## config.mk

```make
export PLATFORM = sky130hd
export DESIGN_NAME = fern_ifs_point_step_core
export DESIGN_NICKNAME = d
export VERILOG_FILES = /design/src/rtl/core/fern_pkg.sv /design/src/rtl/core/fern_point_map.sv /design/src/rtl/core/fern_pixel.sv /design/src/rtl/core/fern_ifs_point_step_core.sv
export SDC_FILE = /design/constraint.sdc
export NUM_CORES = 2
export LEC_CHECK = 0
export ABC_CLOCK_PERIOD_IN_PS = 37300
export BUFFER_PORTS_ARGS = -buffer_cell sky130_fd_sc_hd__buf_2
export CORE_MARGIN = 2
export CORE_UTILIZATION = 60
export CTS_CLUSTER_DIAMETER = 150
export DETAILED_ROUTE_END_ITERATION = 12
export HOLD_SLACK_MARGIN = 0.12
export PLACE_DENSITY = 0.8
export RECOVER_POWER = 100
export SETUP_SLACK_MARGIN = 0.3
export SLEW_MARGIN = 20
export SYNTH_ARGS = -nofsm -noshare
export SYNTH_HDL_FRONTEND = slang
export SYNTH_SLANG_ARGS = --single-unit
export TNS_END_PERCENT = 5
```

## constraint.sdc

```tcl
create_clock -name clk -period 37.3 [get_ports clk]
set_clock_uncertainty 0.2 [all_clocks]
set_input_delay 3.73 -clock clk [delete_from_list [all_inputs] [get_ports clk]]
set_output_delay 3.73 -clock clk [all_outputs]
set_load 0.01 [all_outputs]
```

## src/rtl/core/fern_pkg.sv

```systemverilog
// ----------------------------------------------------------------------------
// fern_pkg: shared types and constants of the fern point step core
// Payload structs, field widths, register defaults and the fixed-point
// coefficient helper used by the point map.
// ----------------------------------------------------------------------------
package fern_pkg;

  localparam int SEL_W         = 7;
  localparam int POINT_W       = 18;
  localparam int PIXEL_W       = 12;
  localparam int COLOR_W       = 24;
  localparam int CFG_DATA_W    = 32;
  localparam int CFG_ADDR_W    = 4;

  localparam int FRACTION_BITS_DEF = 12;

  localparam logic [PIXEL_W-1:0] WIDTH_RST  = 12'd1000;
  localparam logic [PIXEL_W-1:0] HEIGHT_RST = 12'd1000;
  localparam logic [COLOR_W-1:0] COLOR_RST  = 24'h00FF00;

  // Register indexes (byte address = 4 * index)
  localparam logic [1:0] REG_WIDTH  = 2'd0;
  localparam logic [1:0] REG_HEIGHT = 2'd1;
  localparam logic [1:0] REG_COLOR  = 2'd2;

  typedef struct packed {
    logic [SEL_W-1:0] random_value;
    logic             restart;
  } fern_in_t;

  typedef struct packed {
    logic [PIXEL_W-1:0] pixel_x;
    logic [PIXEL_W-1:0] pixel_y;
    logic               visible;
    logic [COLOR_W-1:0] color;
  } fern_out_t;

  // Coefficient given in hundredths, rounded to nearest magnitude at frac_bits.
  function automatic longint coef_fx(input int hundredths, input int frac_bits);
    longint mag;
    longint v;
    mag = (hundredths < 0) ? -longint'(hundredths) : longint'(hundredths);
    v   = (mag * (longint'(1) << frac_bits) + 64'sd50) / 100;
    return (hundredths < 0) ? -v : v;
  endfunction

endpackage

```

## src/rtl/core/fern_point_map.sv

```systemverilog
// ----------------------------------------------------------------------------
// fern_point_map: one affine step of the fern
// Selects one of four maps from the random value and applies it to the
// current point in signed fixed point, with rounding and saturation.
// ----------------------------------------------------------------------------
module fern_point_map
  import fern_pkg::*;
#(
  parameter int FRAC_BITS = FRACTION_BITS_DEF
) (
  input  logic [SEL_W-1:0]          sel,
  input  logic                      restart,
  input  logic signed [POINT_W-1:0] x,
  input  logic signed [POINT_W-1:0] y,
  output logic signed [POINT_W-1:0] nx,
  output logic signed [POINT_W-1:0] ny
);

  localparam int CW = FRAC_BITS + 2;        // coefficient
  localparam int PW = CW + POINT_W;         // product
  localparam int SW = FRAC_BITS + 23;       // sum
  localparam int QW = SW - FRAC_BITS;       // rounded sum

  localparam logic signed [QW-1:0] Q_MAX = QW'(131071);
  localparam logic signed [QW-1:0] Q_MIN = -QW'(131072);

  typedef enum logic [1:0] {
    MAP_STEM,
    MAP_LEAF_L,
    MAP_LEAF_R,
    MAP_MAIN
  } map_t;

  map_t map;

  logic signed [CW-1:0] ax, bx, ay, by, cy;
  logic signed [POINT_W-1:0] xs, ys;
  logic signed [PW-1:0] p_ax, p_bx, p_ay, p_by;
  logic signed [SW-1:0] s_x, s_y;
  logic signed [SW-1:0] half;
  logic signed [QW-1:0] q_x, q_y;

  always_comb begin
    unique case (sel) inside
      7'd0:          map = MAP_STEM;
      [7'd1:7'd7]:   map = MAP_LEAF_L;
      [7'd8:7'd15]:  map = MAP_LEAF_R;
      default:       map = MAP_MAIN;
    endcase
  end

  always_comb begin
    unique case (map)
      MAP_STEM: begin
        ax = '0;
        bx = '0;
        ay = '0;
        by = CW'(coef_fx(16, FRAC_BITS));
        cy = '0;
      end
      MAP_LEAF_L: begin
        ax = CW'(coef_fx(-15, FRAC_BITS));
        bx = CW'(coef_fx(28, FRAC_BITS));
        ay = CW'(coef_fx(26, FRAC_BITS));
        by = CW'(coef_fx(24, FRAC_BITS));
        cy = CW'(coef_fx(44, FRAC_BITS));
      end
      MAP_LEAF_R: begin
        ax = CW'(coef_fx(20, FRAC_BITS));
        bx = CW'(coef_fx(-26, FRAC_BITS));
        ay = CW'(coef_fx(23, FRAC_BITS));
        by = CW'(coef_fx(22, FRAC_BITS));
        cy = CW'(coef_fx(160, FRAC_BITS));
      end
      default: begin
        ax = CW'(coef_fx(85, FRAC_BITS));
        bx = CW'(coef_fx(4, FRAC_BITS));
        ay = CW'(coef_fx(-4, FRAC_BITS));
        by = CW'(coef_fx(85, FRAC_BITS));
        cy = CW'(coef_fx(160, FRAC_BITS));
      end
    endcase
  end

  // Restart clears the point before the map applies
  assign xs = restart ? '0 : x;
  assign ys = restart ? '0 : y;

  assign p_ax = PW'(ax) * PW'(xs);
  assign p_bx = PW'(bx) * PW'(ys);
  assign p_ay = PW'(ay) * PW'(xs);
  assign p_by = PW'(by) * PW'(ys);

  assign half = SW'(1) <<< (FRAC_BITS - 1);

  assign s_x = SW'(p_ax) + SW'(p_bx) + half;
  assign s_y = SW'(p_ay) + SW'(p_by) + (SW'(cy) <<< FRAC_BITS) + half;

  // Floor shift completes round-half-up
  assign q_x = QW'(s_x >>> FRAC_BITS);
  assign q_y = QW'(s_y >>> FRAC_BITS);

  always_comb begin
    if (q_x > Q_MAX) begin
      nx = POINT_W'(Q_MAX);
    end else if (q_x < Q_MIN) begin
      nx = POINT_W'(Q_MIN);
    end else begin
      nx = POINT_W'(q_x);
    end
    if (q_y > Q_MAX) begin
      ny = POINT_W'(Q_MAX);
    end else if (q_y < Q_MIN) begin
      ny = POINT_W'(Q_MIN);
    end else begin
      ny = POINT_W'(q_y);
    end
  end

endmodule

```

## src/rtl/core/fern_pixel.sv

```systemverilog
// ----------------------------------------------------------------------------
// fern_pixel: point coordinate to screen pixel
// Scales one coordinate, adds the screen origin, truncates toward zero,
// clamps to the pixel range and checks it against the screen size.
// ----------------------------------------------------------------------------
module fern_pixel
  import fern_pkg::*;
#(
  parameter int FRAC_BITS = FRACTION_BITS_DEF,
  parameter int SCALE     = 30
) (
  input  logic signed [POINT_W-1:0] coord,
  input  logic [PIXEL_W-1:0]        origin,
  input  logic [PIXEL_W-1:0]        size,
  output logic [PIXEL_W-1:0]        pix,
  output logic                      vis
);

  localparam int TW  = FRAC_BITS + 25;
  localparam int QW  = TW - FRAC_BITS;
  localparam int MW  = POINT_W + 7;

  localparam logic signed [6:0]    SCALE_C = 7'(SCALE);
  localparam logic signed [QW-1:0] PIX_MAX = QW'(4095);

  logic signed [MW-1:0] prod;
  logic signed [TW-1:0] t;
  logic signed [TW-1:0] t_adj;
  logic signed [QW-1:0] q;

  assign prod  = MW'(coord) * MW'(SCALE_C);
  assign t     = TW'(prod) + (TW'({1'b0, origin}) <<< FRAC_BITS);
  // Bias negatives so the shift truncates toward zero
  assign t_adj = t + (t[TW-1] ? ((TW'(1) <<< FRAC_BITS) - TW'(1)) : TW'(0));
  assign q     = QW'(t_adj >>> FRAC_BITS);

  assign vis = !q[QW-1] && (q < QW'({1'b0, size}));

  always_comb begin
    if (q[QW-1]) begin
      pix = '0;
    end else if (q > PIX_MAX) begin
      pix = '1;
    end else begin
      pix = q[PIXEL_W-1:0];
    end
  end

endmodule

```

## src/rtl/core/fern_ifs_point_step_core.sv

```systemverilog
// ----------------------------------------------------------------------------
// fern_ifs_point_step_core: Barnsley fern point generator, one point per step
// Each input transaction picks an affine map from its random value, moves the
// stored fern point and emits one screen pixel with visibility and color.
//
// Usage:
//   in_*   : random_value (0..99) and restart; restart clears the point to
//            the origin before the map applies.
//   out_*  : one result per input transaction: pixel_x, pixel_y (clamped to
//            0..4095), visible, color.
//   APB    : pready tied high. Registers 0x0 screen_width, 0x4 screen_height,
//            0x8 point_color. Write only while no transaction is in flight.
// Timing: an accepted transaction updates the point register; its result then
//   passes into the result register, which drives out_*. One transaction per
//   clock sustained while out_ready is high: the map is one pass into the
//   point register, and the pixel conversion feeds the result register.
// Reset (rst_n low, synchronous): point cleared, pipeline emptied, registers
//   back to 1000 x 1000 and green. Stall: while out_ready is low the result
//   holds; one more transaction enters the point stage, then in_ready drops.
// ----------------------------------------------------------------------------
module fern_ifs_point_step_core
  import fern_pkg::*;
#(
  parameter int FRACTION_BITS = FRACTION_BITS_DEF
) (
  input  logic                  clk,
  input  logic                  rst_n,
  // input channel
  input  logic                  in_valid,
  output logic                  in_ready,
  input  fern_in_t              in_data,
  // result channel
  output logic                  out_valid,
  input  logic                  out_ready,
  output fern_out_t             out_data,
  // configuration port
  input  logic                  psel,
  input  logic                  penable,
  input  logic                  pwrite,
  input  logic [CFG_ADDR_W-1:0] paddr,
  input  logic [CFG_DATA_W-1:0] pwdata,
  output logic [CFG_DATA_W-1:0] prdata,
  output logic                  pready
);

  // --------------------------------------------------------------------------
  // Configuration registers
  // --------------------------------------------------------------------------
  logic [PIXEL_W-1:0] width_r;
  logic [PIXEL_W-1:0] height_r;
  logic [COLOR_W-1:0] color_r;
  logic               cfg_wr;
  logic [1:0]         cfg_idx;

  assign pready  = 1'b1;
  assign cfg_wr  = psel && penable && pwrite;
  assign cfg_idx = paddr[3:2];

  always_ff @(posedge clk) begin
    if (!rst_n) begin
      width_r  <= WIDTH_RST;
      height_r <= HEIGHT_RST;
      color_r  <= COLOR_RST;
    end else if (cfg_wr) begin
      unique case (cfg_idx)
        REG_WIDTH:  width_r  <= pwdata[PIXEL_W-1:0];
        REG_HEIGHT: height_r <= pwdata[PIXEL_W-1:0];
        REG_COLOR:  color_r  <= pwdata[COLOR_W-1:0];
        default: ;  // drop writes past the register list
      endcase
    end
  end

  always_comb begin
    unique case (cfg_idx)
      REG_WIDTH:  prdata = CFG_DATA_W'(width_r);
      REG_HEIGHT: prdata = CFG_DATA_W'(height_r);
      REG_COLOR:  prdata = CFG_DATA_W'(color_r);
      default:    prdata = '0;
    endcase
  end

  // Screen origin: width / 2 is a shift; height / 3 uses 2731 / 2^13, exact
  // for every 12-bit height.
  logic [PIXEL_W-1:0] origin_x;
  logic [PIXEL_W-1:0] origin_y;
  logic [23:0]        third_prod;

  assign origin_x   = width_r >> 1;
  assign third_prod = 24'(height_r) * 24'd2731;
  assign origin_y   = PIXEL_W'(third_prod[23:13]);

  // --------------------------------------------------------------------------
  // Handshake: point stage feeds the result register
  // --------------------------------------------------------------------------
  logic pt_valid_r;
  logic out_valid_r;
  logic out_load;
  logic in_accept;

  assign out_load  = pt_valid_r && (!out_valid_r || out_ready);
  assign in_ready  = !pt_valid_r || out_load;
  assign in_accept = in_valid && in_ready;
  assign out_valid = out_valid_r;

  always_ff @(posedge clk) begin
    if (!rst_n) begin
      pt_valid_r  <= 1'b0;
      out_valid_r <= 1'b0;
    end else begin
      if (in_accept) begin
        pt_valid_r <= 1'b1;
      end else if (out_load) begin
        pt_valid_r <= 1'b0;
      end
      if (out_load) begin
        out_valid_r <= 1'b1;
      end else if (out_ready) begin
        out_valid_r <= 1'b0;
      end
    end
  end

  // --------------------------------------------------------------------------
  // Point stage: the fern state doubles as the stage register
  // --------------------------------------------------------------------------
  logic signed [POINT_W-1:0] point_x_r, point_y_r;
  logic signed [POINT_W-1:0] point_x_nxt, point_y_nxt;

  fern_point_map #(
    .FRAC_BITS (FRACTION_BITS)
  ) u_map (
    .sel     (in_data.random_value),
    .restart (in_data.restart),
    .x       (point_x_r),
    .y       (point_y_r),
    .nx      (point_x_nxt),
    .ny      (point_y_nxt)
  );

  always_ff @(posedge clk) begin
    if (!rst_n) begin
      point_x_r <= '0;
      point_y_r <= '0;
    end else if (in_accept) begin
      point_x_r <= point_x_nxt;
      point_y_r <= point_y_nxt;
    end
  end

  // --------------------------------------------------------------------------
  // Pixel stage into the result register
  // --------------------------------------------------------------------------
  logic [PIXEL_W-1:0] pix_x, pix_y;
  logic               vis_x, vis_y;
  fern_out_t          out_data_r;

  fern_pixel #(
    .FRAC_BITS (FRACTION_BITS),
    .SCALE     (30)
  ) u_pix_x (
    .coord  (point_x_r),
    .origin (origin_x),
    .size   (width_r),
    .pix    (pix_x),
    .vis    (vis_x)
  );

  fern_pixel #(
    .FRAC_BITS (FRACTION_BITS),
    .SCALE     (50)
  ) u_pix_y (
    .coord  (point_y_r),
    .origin (origin_y),
    .size   (height_r),
    .pix    (pix_y),
    .vis    (vis_y)
  );

  // Payload holds while the receiver stalls
  always_ff @(posedge clk) begin
    if (out_load) begin
      out_data_r.pixel_x <= pix_x;
      out_data_r.pixel_y <= pix_y;
      out_data_r.visible <= vis_x && vis_y;
      out_data_r.color   <= color_r;
    end
  end

  assign out_data = out_data_r;

endmodule

```

==> summary.txt <==
RUN
-------------------------------------------------------------------------------------------------
MaxCap Viol Count ..................................................................            6

FLOORPLAN
-------------------------------------------------------------------------------------------------
Vertical die dimension .............................................................       287 um
Area of the placeable core .........................................................   0.0791 mm2
Total number of placement rows .....................................................          103
Initial core utilization ...........................................................        60.7%
Die span in x ......................................................................       287 um
Top-Level Pins .....................................................................          135
Floorplan die area .................................................................   0.0823 mm2

ROUTE
-------------------------------------------------------------------------------------------------
Total DRC errors in the routed layout ..............................................            0
Routed WL per cell .................................................................      20.6 um
Overall via count from detail_route ................................................        35.3k
DRT Wirelength .....................................................................       130 mm
Post-detailed-route via-to-cell ratio ..............................................         5.59
Iteration count of the initial detailed-routing pass ...............................            6
Count of antenna-violating nets left after detailed routing ........................            0
Count of routing violations after the opening detailed-route iteration .............         3103

SYNTHESIS
-------------------------------------------------------------------------------------------------
Mux cell area share after synthesis ................................................       0.466%
Dominant combinational cell family by area after synthesis .........................  adder cells
XOR/XNOR share of the synthesized area .............................................        3.57%
Number of distinct library cell variants in the gate-level netlist after synthesis .           91
Yosys Warn Count ...................................................................            0
Adder and majority cell fraction of the synthesized area ...........................        58.4%
Basic-gate share of the synthesized area counting and, or, nand and nor cells ......        9.69%
Area fraction of the dominant cell type after synthesis ............................        43.1%
Most frequently used flop master after synthesis ................................... sky130_fd_sc_hd__dfxtp_1
Cell type with the highest aggregate area in the netlist ........................... sky130_fd_sc_hd__fa_1
Leading cell types by total area after synthesis ................................... sky130_fd_sc_hd__fa_1, sky130_fd_sc_hd__ha_1, sky130_fd_sc_hd__inv_1
Cells after synthesis ..............................................................         5201
Share of the yosys chip area belonging to registers ................................        6.65%
Area fraction in compound gates after synthesis ....................................        7.93%
Most frequent cell after synthesis ................................................. sky130_fd_sc_hd__inv_1
Number of enable-type register cells in the synthesized netlist ....................           49
Ranking of synthesized cells by instance count ..................................... sky130_fd_sc_hd__inv_1, sky130_fd_sc_hd__fa_1, sky130_fd_sc_hd__ha_1
Post-synthesis instance area .......................................................   0.0480 mm2
Seq cells post-synth ...............................................................          135
Synth Area per Inst ................................................................     9.23 um2
Ys async rst share .................................................................           0%

CRITICAL PATH
-------------------------------------------------------------------------------------------------
CP Capture Type ....................................................................    flip-flop
Element type at the critical path start ............................................   input port
Cell seen most often among critical-path stages .................................... sky130_fd_sc_hd__fa_1
CP max stage cell .................................................................. sky130_fd_sc_hd__o31ai_1
Buffer and inverter count on the worst path ........................................           11
Biggest fanout along the worst timing path .........................................           37
FF-to-FF Start ..................................................................... point_y_r[16]$_SDFFE_PN0P_
Critical path startpoint ...........................................................   in_data[1]
Dominant delay contributor by cell family on the critical path ..................... compound AO/OA/AOI/OAI gates
Startpoint-to-endpoint class of the critical path ..................................    in -> reg
Delay of the slowest cell on the worst path ........................................      1.83 ns
Arrival time worst endpoint ........................................................     21.11 ns
Required @ worst endpoint ..........................................................     37.51 ns

CLOCKING
-------------------------------------------------------------------------------------------------
Post-CTS setup buffer count ........................................................            0
Root buffer cell ................................................................... sky130_fd_sc_hd__clkbuf_16
Later-pin clock latency in the skew report .........................................      0.49 ns
Number of buffers created by CTS ...................................................           17
Number of hold buffers added after cts .............................................            0
Clk buf depth ......................................................................            2
Clock tree from TritonCTS ..........................................................        built
Reg clk slew, reported paths .......................................................      0.08 ns
Number of clock sinks ..............................................................          135
Post-cts gate resize count .........................................................            0
CTS H-Tree Depth ...................................................................            4

FINISH
-------------------------------------------------------------------------------------------------
Total area of multi-input combinational cells ......................................   0.0385 mm2
Fillers ............................................................................         6586
Fraction of final layout cells sized beyond drive strength 1 .......................        3.30%
Number of nets in the layout .......................................................         6931
Area growth from synthesis to layout ...............................................        4.47%
Fin util ...........................................................................        63.4%
Storage cell area ..................................................................  0.00319 mm2
Finished Layout Cells ..............................................................         6324

WORST HOLD PATH
-------------------------------------------------------------------------------------------------
Hold wc startpoint ................................................................. color_r[17]$_SDFFE_PN0P_
Min-Delay Path Class ...............................................................   reg -> reg

STA
-------------------------------------------------------------------------------------------------
Fmax ...............................................................................     47.9 MHz
# setup viols final ................................................................            0
RSZ-0062 raised after global routing ...............................................        false
Post-Route Setup TNS ...............................................................         0 ns
Slew at the pin closest to its max-slew limit ......................................      4.06 ns
Number of hold violations in the final report ......................................            0
Ratio of final minimum period to clock period ......................................        56.0%
Min cycle time layout ..............................................................     20.90 ns
Max Slew Vio Count .................................................................          242
Remaining max-slew budget at the tightest pin ......................................        -171%

GRT
-------------------------------------------------------------------------------------------------
Global-route total usage across every layer ........................................        33.1%
Pin count of the biggest net entering global routing ...............................           88
Remaining Overflow, GRT ............................................................            0
First-pass GRT wire length .........................................................       206 mm
Number of antenna violations at the first check in global routing ..................            4
Vias in the first global route .....................................................        37.3k

PLACEMENT
-------------------------------------------------------------------------------------------------
Count of buffers inserted at the top-level ports ...................................          115
Weighted congestion reported at the end of routability-driven placement ............         1.01
Cells after DPL ....................................................................         6290
Half-perimeter wire length after detailed placement ................................       113 mm

RUN STATUS
-------------------------------------------------------------------------------------------------
Outcome ............................................................................ finished, violations left
Violated checks .................................................................... max-capacitance violations, max-slew violations

==> final timing paths <==
| kind | end | slack, ns | depth (start not counted) |
|---|---|---|---|
| setup / recovery | point_x_r[14]$_SDFFE_PN0P_ | 16.40 | 39 |
| hold / removal | out_data[17]$_DFFE_PP_ | 0.25 | 0 |
| setup reg to reg | point_x_r[14]$_SDFFE_PN0P_ | 24.09 | 29 |
| hold reg to reg | out_data[17]$_DFFE_PP_ | 0.25 | 0 |
==> logic make-up (layout without fill, tap and decap cells) <==
logic type,Yosys count,after routing
simple gates,972,972
flops,135,135
compound gates,567,567
fa+ha+maj,1621,1621
mux,22,22
xor+xnor,196,196
other cells,2,16
buf+inv,1686,1745
==> final cells by class <==
cell class | instances | area share, %
Antenna cell | 2 | 0.00998
Clock buffer | 20 | 0.955
Clock inverter | 12 | 0.257
Inverter | 1566 | 11.7
Multi-Input combinational cell | 3392 | 76.7
Sequential cell | 135 | 6.36
Tap cell | 1050 | 2.62
Timing Repair Buffer | 147 | 1.39
==> sequential cells by signal, summed over array words and instances, names as in the netlist <==
signal	count
out_valid	1
width_r	12
pt_valid_r	1
height_r	12
point_x_r	18
point_y_r	18
out_data	49
color_r	24
==> cells in the final DEF, fill, tap and decap left out, types with 25 or more instances in the layout <==
cell type / count
sky130_fd_sc_hd__inv_1: 1559
sky130_fd_sc_hd__nand2_1: 328
sky130_fd_sc_hd__xor2_1: 62
sky130_fd_sc_hd__nor3_1: 25
sky130_fd_sc_hd__ha_1: 584
sky130_fd_sc_hd__nand4_1: 28
sky130_fd_sc_hd__xnor2_1: 134
sky130_fd_sc_hd__nor2_1: 265
sky130_fd_sc_hd__a21o_1: 60
sky130_fd_sc_hd__o21a_1: 30
sky130_fd_sc_hd__o21ai_0: 99
sky130_fd_sc_hd__a21oi_1: 151
sky130_fd_sc_hd__fa_1: 1035
sky130_fd_sc_hd__nand2b_1: 44
sky130_fd_sc_hd__and2_1: 82
sky130_fd_sc_hd__dfxtp_1: 86
sky130_fd_sc_hd__a31oi_1: 32
sky130_fd_sc_hd__clkbuf_1: 78
sky130_fd_sc_hd__nand3_1: 44
sky130_fd_sc_hd__buf_2: 46
sky130_fd_sc_hd__a21boi_0: 32
sky130_fd_sc_hd__nor2b_1: 29
sky130_fd_sc_hd__edfxtp_1: 49
==> layer usage <==
metal,part of all wire [%],track usage (%),vias up
li1,-,-,15800
met5,0.032,0,-
met3,8.9,6.25,385
met4,5.7,15.8,6
met1,38,42.1,17500
met2,47,54.7,1573
==> per-stage QoR <==
| stage | setup slack (ns) | instance area, um2 | hold slack, ns |
|---|---|---|---|
| after floorplan | 22.90 | 48100 | 0.222 |
| after global placement | 21.47 | 49700 | 0.228 |
| after detailed placement | 21.37 | 49700 | 0.239 |
| after CTS | 21.84 | 50300 | 0.254 |
| after global routing | 15.47 | 50200 | 0.272 |
| final | 16.40 | 50200 | 0.253 |
Power is not shown: default switching activity piles up to over one toggle a cycle in this logic, so the estimate is an artifact.
